[config.mk]
export PLATFORM = sky130hd
export DESIGN_NAME = cda_split
export DESIGN_NICKNAME = d
export VERILOG_FILES = /design/src/design/cda_pkg.sv /design/src/design/cda_split.sv
export SDC_FILE = /design/constraint.sdc
export NUM_CORES = 2
export LEC_CHECK = 0
export BUFFER_PORTS_ARGS = -buffer_cell sky130_fd_sc_hd__clkbuf_2
export CAP_MARGIN = 40
export CORE_MARGIN = 4
export CORE_UTILIZATION = 65
export DETAILED_ROUTE_END_ITERATION = 10
export PLACE_DENSITY = 0.82
export SLEW_MARGIN = 20
export SYNTH_ARGS = -nofsm -noshare
export SYNTH_HDL_FRONTEND = slang
export SYNTH_SLANG_ARGS = --single-unit
[constraint.sdc]
create_clock -name clk_i -period 12.2 [get_ports clk_i]
set_input_delay 2.44 -clock clk_i [delete_from_list [all_inputs] [get_ports clk_i]]
set_output_delay 2.44 -clock clk_i [all_outputs]
set_load 0.02 [all_outputs]
[src/design/cda_pkg.sv]
// Shared codes, types and calendar helper functions of the calendar date arithmetic block.
package cda_pkg;

  localparam logic [2:0] CMD_ADD_MONTHS  = 3'd0;
  localparam logic [2:0] CMD_ADD_YEARS   = 3'd1;
  localparam logic [2:0] CMD_ADD_PERIOD  = 3'd2;
  localparam logic [2:0] CMD_BETWEEN     = 3'd3;
  localparam logic [2:0] CMD_DIFF_MONTHS = 3'd4;
  localparam logic [2:0] CMD_DIFF_YEARS  = 3'd5;

  localparam logic [1:0] ST_OK         = 2'd0;
  localparam logic [1:0] ST_BAD_INPUT  = 2'd1;
  localparam logic [1:0] ST_BAD_RESULT = 2'd2;

  localparam int SplitStages = 10;
  localparam int OpsStages   = 6;

  localparam logic signed [38:0] T_MIN = -39'sd62135596800;
  localparam logic signed [38:0] T_MAX = 39'sd253402300799;

  // Reciprocal of 100 for years below 2^14.
  localparam longint unsigned RecipY100 = ((64'd1 << 21) + 64'd99) / 64'd100;

  typedef struct packed {
    logic        ok;
    logic [13:0] year;
    logic [3:0]  month;
    logic [4:0]  day;
    logic [16:0] tod;
  } cda_date_t;

  function automatic logic is_leap(input logic [13:0] y);
    logic [35:0] p;
    logic [13:0] q;
    logic [13:0] r;
    p = 36'(y) * 36'(RecipY100);
    q = 14'(p >> 21);
    r = y - 14'(q * 14'd100);
    return (y[1:0] == 2'd0) && ((r != 14'd0) || (q[1:0] == 2'd0));
  endfunction

  function automatic logic [4:0] days_in(input logic [3:0] m, input logic leap);
    logic [4:0] n;
    case (m)
      4'd2: begin
        n = leap ? 5'd29 : 5'd28;
      end
      4'd4, 4'd6, 4'd9, 4'd11: begin
        n = 5'd30;
      end
      default: begin
        n = 5'd31;
      end
    endcase
    return n;
  endfunction

  // Day of year of the first of a month, counted from March 1.
  function automatic logic [8:0] month_start(input logic [3:0] mp);
    logic [8:0] n;
    case (mp)
      4'd0:    n = 9'd0;
      4'd1:    n = 9'd31;
      4'd2:    n = 9'd61;
      4'd3:    n = 9'd92;
      4'd4:    n = 9'd122;
      4'd5:    n = 9'd153;
      4'd6:    n = 9'd184;
      4'd7:    n = 9'd214;
      4'd8:    n = 9'd245;
      4'd9:    n = 9'd275;
      4'd10:   n = 9'd306;
      4'd11:   n = 9'd337;
      default: n = 9'd0;
    endcase
    return n;
  endfunction

endpackage

[src/design/cda_split.sv]
// Pipeline that splits a Unix-second instant into a Gregorian date and a time of day.
module cda_split (
  input  logic                               clk_i,
  input  logic [cda_pkg::SplitStages-1:0]    en_i,
  input  logic signed [38:0]                 time_i,
  output cda_pkg::cda_date_t                 date_o
);
  import cda_pkg::*;

  localparam longint unsigned RecipDay  = (64'd1 << 41) / 64'd675;
  localparam longint unsigned RecipEra  = ((64'd1 << 40) + 64'd146096) / 64'd146097;
  localparam longint unsigned Recip1460 = ((64'd1 << 29) + 64'd1459) / 64'd1460;
  localparam longint unsigned Recip36k  = ((64'd1 << 34) + 64'd36523) / 64'd36524;
  localparam longint unsigned Recip365  = ((64'd1 << 27) + 64'd364) / 64'd365;
  localparam longint unsigned RecipC100 = ((64'd1 << 16) + 64'd99) / 64'd100;
  localparam longint unsigned Recip153  = ((64'd1 << 19) + 64'd152) / 64'd153;

  // Stage 1: range check and offset to seconds since 0001-01-01.
  logic signed [39:0] u_full;
  logic        s1_ok_q;
  logic [38:0] s1_u_q;
  assign u_full = 40'(time_i) - 40'(T_MIN);

  always_ff @(posedge clk_i) begin
    if (en_i[0]) begin
      s1_ok_q <= (time_i >= T_MIN) && (time_i <= T_MAX);
      s1_u_q  <= u_full[38:0];
    end
  end

  // Stage 2: estimate of the day count, which is low by at most one.
  logic [63:0] s2_prod;
  logic        s2_ok_q;
  logic [38:0] s2_u_q;
  logic [21:0] s2_q0_q;
  assign s2_prod = 64'(s1_u_q[38:7]) * 64'(RecipDay);

  always_ff @(posedge clk_i) begin
    if (en_i[1]) begin
      s2_ok_q <= s1_ok_q;
      s2_u_q  <= s1_u_q;
      s2_q0_q <= s2_prod[62:41];
    end
  end

  // Stage 3: correct the day count.
  logic [31:0] s3_rem;
  logic        s3_ok_q;
  logic [38:0] s3_u_q;
  logic [21:0] s3_q_q;
  assign s3_rem = s2_u_q[38:7] - 32'(32'(s2_q0_q) * 32'd675);

  always_ff @(posedge clk_i) begin
    if (en_i[2]) begin
      s3_ok_q <= s2_ok_q;
      s3_u_q  <= s2_u_q;
      s3_q_q  <= s2_q0_q + 22'(s3_rem >= 32'd675);
    end
  end

  // Stage 4: time of day, and the 400-year era of the March-based day count.
  logic [21:0] s4_z;
  logic [63:0] s4_prod;
  logic        s4_ok_q;
  logic [16:0] s4_tod_q;
  logic [21:0] s4_z_q;
  logic [4:0]  s4_era_q;
  assign s4_z    = s3_q_q + 22'd306;
  assign s4_prod = 64'(s4_z) * 64'(RecipEra);

  always_ff @(posedge clk_i) begin
    if (en_i[3]) begin
      s4_ok_q  <= s3_ok_q;
      s4_tod_q <= 17'(s3_u_q - 39'(39'(s3_q_q) * 39'd86400));
      s4_z_q   <= s4_z;
      s4_era_q <= 5'(s4_prod >> 40);
    end
  end

  // Stage 5: day of the era.
  logic        s5_ok_q;
  logic [16:0] s5_tod_q;
  logic [4:0]  s5_era_q;
  logic [17:0] s5_doe_q;

  always_ff @(posedge clk_i) begin
    if (en_i[4]) begin
      s5_ok_q  <= s4_ok_q;
      s5_tod_q <= s4_tod_q;
      s5_era_q <= s4_era_q;
      s5_doe_q <= 18'(s4_z_q - 22'(22'(s4_era_q) * 22'd146097));
    end
  end

  // Stage 6: remove the leap days so that a plain divide by 365 gives the year.
  logic [17:0] s6_a1, s6_a2;
  logic        s6_ok_q;
  logic [16:0] s6_tod_q;
  logic [4:0]  s6_era_q;
  logic [17:0] s6_doe_q;
  logic [17:0] s6_n_q;
  assign s6_a1 = 18'((64'(s5_doe_q) * 64'(Recip1460)) >> 29);
  assign s6_a2 = 18'((64'(s5_doe_q) * 64'(Recip36k)) >> 34);

  always_ff @(posedge clk_i) begin
    if (en_i[5]) begin
      s6_ok_q  <= s5_ok_q;
      s6_tod_q <= s5_tod_q;
      s6_era_q <= s5_era_q;
      s6_doe_q <= s5_doe_q;
      s6_n_q   <= s5_doe_q - s6_a1 + s6_a2 - 18'(s5_doe_q == 18'd146096);
    end
  end

  // Stage 7: year of the era.
  logic        s7_ok_q;
  logic [16:0] s7_tod_q;
  logic [4:0]  s7_era_q;
  logic [17:0] s7_doe_q;
  logic [8:0]  s7_yoe_q;

  always_ff @(posedge clk_i) begin
    if (en_i[6]) begin
      s7_ok_q  <= s6_ok_q;
      s7_tod_q <= s6_tod_q;
      s7_era_q <= s6_era_q;
      s7_doe_q <= s6_doe_q;
      s7_yoe_q <= 9'((64'(s6_n_q) * 64'(Recip365)) >> 27);
    end
  end

  // Stage 8: day of the March-based year.
  logic [8:0]  s8_c100;
  logic        s8_ok_q;
  logic [16:0] s8_tod_q;
  logic [4:0]  s8_era_q;
  logic [8:0]  s8_yoe_q;
  logic [8:0]  s8_doy_q;
  assign s8_c100 = 9'((64'(s7_yoe_q) * 64'(RecipC100)) >> 16);

  always_ff @(posedge clk_i) begin
    if (en_i[7]) begin
      s8_ok_q  <= s7_ok_q;
      s8_tod_q <= s7_tod_q;
      s8_era_q <= s7_era_q;
      s8_yoe_q <= s7_yoe_q;
      s8_doy_q <= 9'(s7_doe_q - (18'(s7_yoe_q) * 18'd365 + 18'(s7_yoe_q >> 2)
                  - 18'(s8_c100)));
    end
  end

  // Stage 9: March-based month.
  logic [10:0] s9_v;
  logic        s9_ok_q;
  logic [16:0] s9_tod_q;
  logic [4:0]  s9_era_q;
  logic [8:0]  s9_yoe_q;
  logic [8:0]  s9_doy_q;
  logic [3:0]  s9_mp_q;
  assign s9_v = 11'(s8_doy_q) * 11'd5 + 11'd2;

  always_ff @(posedge clk_i) begin
    if (en_i[8]) begin
      s9_ok_q  <= s8_ok_q;
      s9_tod_q <= s8_tod_q;
      s9_era_q <= s8_era_q;
      s9_yoe_q <= s8_yoe_q;
      s9_doy_q <= s8_doy_q;
      s9_mp_q  <= 4'((64'(s9_v) * 64'(Recip153)) >> 19);
    end
  end

  // Stage 10: calendar month, day and year.
  logic [3:0] s10_m;
  cda_date_t  date_q;
  assign s10_m = (s9_mp_q < 4'd10) ? s9_mp_q + 4'd3 : s9_mp_q - 4'd9;

  always_ff @(posedge clk_i) begin
    if (en_i[9]) begin
      date_q.ok    <= s9_ok_q;
      date_q.tod   <= s9_tod_q;
      date_q.month <= s10_m;
      date_q.day   <= 5'(s9_doy_q - month_start(s9_mp_q) + 9'd1);
      date_q.year  <= 14'(s9_yoe_q) + 14'(s9_era_q) * 14'd400 + 14'(s10_m <= 4'd2);
    end
  end

  assign date_o = date_q;

endmodule

==> metrics <==
worst stage delay on the critical path=~730 ps; Slew Limit Fails=0; Final Hold Fails=0; Worst Clk Skew=approximately 65 ps; reg2reg start=s5_doe_q[3]; RSZ-0062 raised after global routing=no; DIE HEIGHT=321 µm; drc violations=0; largest net degree at the start of global routing=63; Post-synth ARST share=0%; number of diodes=0; #FFs+latches synth=443; Crit. End Element=register; Critical Path Slowest Stage Cell=edfxtp_1; period utilization=just over 80%; 1st-iter DRT viols=2735; share of layout cells above drive strength 1=4.40%; fmax=between 0.09 and 0.1 GHz; WL/cell=~20 µm; synthesized area per cell=11.3 µm²; I/O Buffers=90; FP Rows=114; buffer count from post-CTS setup fixing=0; Req. time, crit path=12600 ps; status=complete, no violations; Area growth syn-to-layout=6.72%; core area=97100 µm²; final wirelength=between 100 and 150 mm; Final min period=around 10000 ps; Slew headroom=39.9%; Crit. Startpoint=s5_doe_q[3]; HP Class=reg2reg; Critical Path AT=10440 ps; top cells by area, synth=fa_1, ha_1, edfxtp_1, inv_1, xnor2_1; Tightest Pin Transition=about 900 ps; Initial Util=between 60% and 70%; final setup violation count=0; clock latency at the later pin of the worst-skew pair=660 ps; Ys Warns=0; startpoint types=register; CP max FO=12; PostCTS Resize Cnt=0; Syn Nets=8060; CP Class=reg2reg; vias per cell=5.63; min-delay src=s3_u_q[1]; most numerous cell in the Yosys netlist=inv_1; Pre-Repair DR Iteration Count=6; synth unique cells=71; I/O pins=91; clock slew at the register clock pins of the worst setup and hold paths=70 ps; GRT Util Overall=between 20% and 30%; gpl congestion=approximately 0.98; EDFF count, synth=438; # clock sinks=443; placed cells=7042; Finished Layout Cells=roughly 7100; Primary FF master, synth=edfxtp_1; DRT antenna net count=0; CTS Root Cell=clkbuf_16; Mapped Area=63900 µm²; Synth top cells by count=inv_1, ha_1, fa_1; MaxCap Viol Count=0; Die W=about 320 µm; Detailed Place HPWL=121 mm; share of the synthesized area in the top cell type=29.3%; Overflow after GRT=0; Syn Inst Count=5632; full die area=roughly 100000 µm²; sequential area share after synthesis=roughly a fifth; CTS tree=yes; Via Count=40200; Post-CTS Hold Buffers=0; H-tree levels=2; global-route wire length before repair=235 mm; CTS buffer count=51; nets@finish=8253; Fin Setup TNS=0 ps; Max Buffers Root-to-Sink=3; vias in the first global route=about 44000; post-synth top area cell=fa_1; initial antenna violation count=1
## layer usage
layer  up-vias  global-route usage [%]  routed length, µm  share of wire (%)
li1      18600                       -                  -                  -
met1     20100                    38.7              59100                 41
met2      1252                    49.5              70000                 49
met3       299                    4.93               9810                6.8
met4         0                    8.88               4760                3.3
met5         -                       0                  0                  0
## per-stage QoR
stage	util (%)	hold slack (ps)	cell area, µm²	setup WS, ps
after global placement	68.1	400	66200	2500
after CTS	70.1	414	68100	2260
after global routing	70.2	421	68200	1500
final	70.2	415	68200	2160
after detailed placement	68.3	405	66400	2300
after floorplan	-	400	63900	3650
## layout by cell type (no fill, tap or decap), types with 10 or more instances in the layout
| cell type | synthesis | routed |
|---|---|---|
| a211oi_1 | 20 | 20 |
| a21o_1 | 59 | 59 |
| a21oi_1 | 137 | 137 |
| a31oi_1 | 19 | 19 |
| and3_1 | 22 | 22 |
| buf_4 | 0 | 41 |
| buf_8 | 0 | 12 |
| clkbuf_1 | 8 | 11 |
| clkbuf_16 | 0 | 51 |
| clkbuf_2 | 0 | 90 |
| edfxtp_1 | 438 | 438 |
| fa_1 | 935 | 935 |
| ha_1 | 1443 | 1443 |
| inv_1 | 1565 | 1565 |
| mux2i_1 | 10 | 10 |
| nand2_1 | 118 | 118 |
| nand2b_1 | 25 | 25 |
| nand3_1 | 52 | 52 |
| nand4_1 | 25 | 25 |
| nor2_1 | 114 | 114 |
| nor2b_1 | 30 | 30 |
| nor3_1 | 53 | 53 |
| o211ai_1 | 17 | 17 |
| o21a_1 | 31 | 31 |
| o21ai_0 | 75 | 75 |
| o21bai_1 | 23 | 23 |
| or2_2 | 12 | 12 |
| xnor2_1 | 184 | 184 |
| xor2_1 | 72 | 72 |
## critical path: cells and delay by family, from the launching register on
kind            cells  cell delay (ps)
compound gates     14             3210
simple gates        2              320
flops               1              730
fa+ha+maj          11             4510
xor+xnor            2              310
buf+inv             8              720
## logic make-up (layout without fill, tap and decap cells)
group,count (synthesis),count (layout),synth area share [%]
XOR/XNOR,256,256,3.51
AO/OA/AOI/OAI,469,469,4.83
multiplexers,14,14,0.227
buffers and inverters,1573,1809,9.24
adder cells (fa/ha/maj),2378,2378,57.6
flip-flops,443,443,20.7
AND/OR/NAND/NOR,499,499,3.86
## state kept, by name (all words and copies together) (netlist names), 9 cells and up, named ones only
signal / flops
s4_z_q: 18
s6_n_q: 18
s4_tod_q: 17
s9_tod_q: 17
s8_tod_q: 17
s9_yoe_q: 9
s3_u_q: 17
date_o: 41
s7_tod_q: 17
s7_yoe_q: 9
s8_doy_q: 9
s7_doe_q: 9
s6_doe_q: 9
s6_tod_q: 17
s3_q_q: 22
s2_q0_q: 22
s5_tod_q: 17
s8_yoe_q: 9
s2_u_q: 39
s1_u_q: 39
s5_doe_q: 18
## path summary, 6_finish.rpt
check / endpoint / slack (ps) / cells past startpoint
setup / recovery: s6_n_q[16] / 2160 / 37
hold reg to reg: s4_tod_q[1] / 420 / 0
hold / removal: s4_tod_q[1] / 420 / 0
setup reg to reg: s6_n_q[16] / 2160 / 37
## area by class of cell
cell class	count	area (µm²)
Clock buffer	62	1320
Clock inverter	34	388
Fill cell	6718	29000
Inverter	1565	5870
Multi-Input combinational cell	3616	44700
Sequential cell	443	13300
Tap cell	1276	1600
Timing Repair Buffer	148	1020
Power is left out: the tool's default activity adds up to more than one toggle a clock period on the data nets, which glitch-free logic cannot reach.
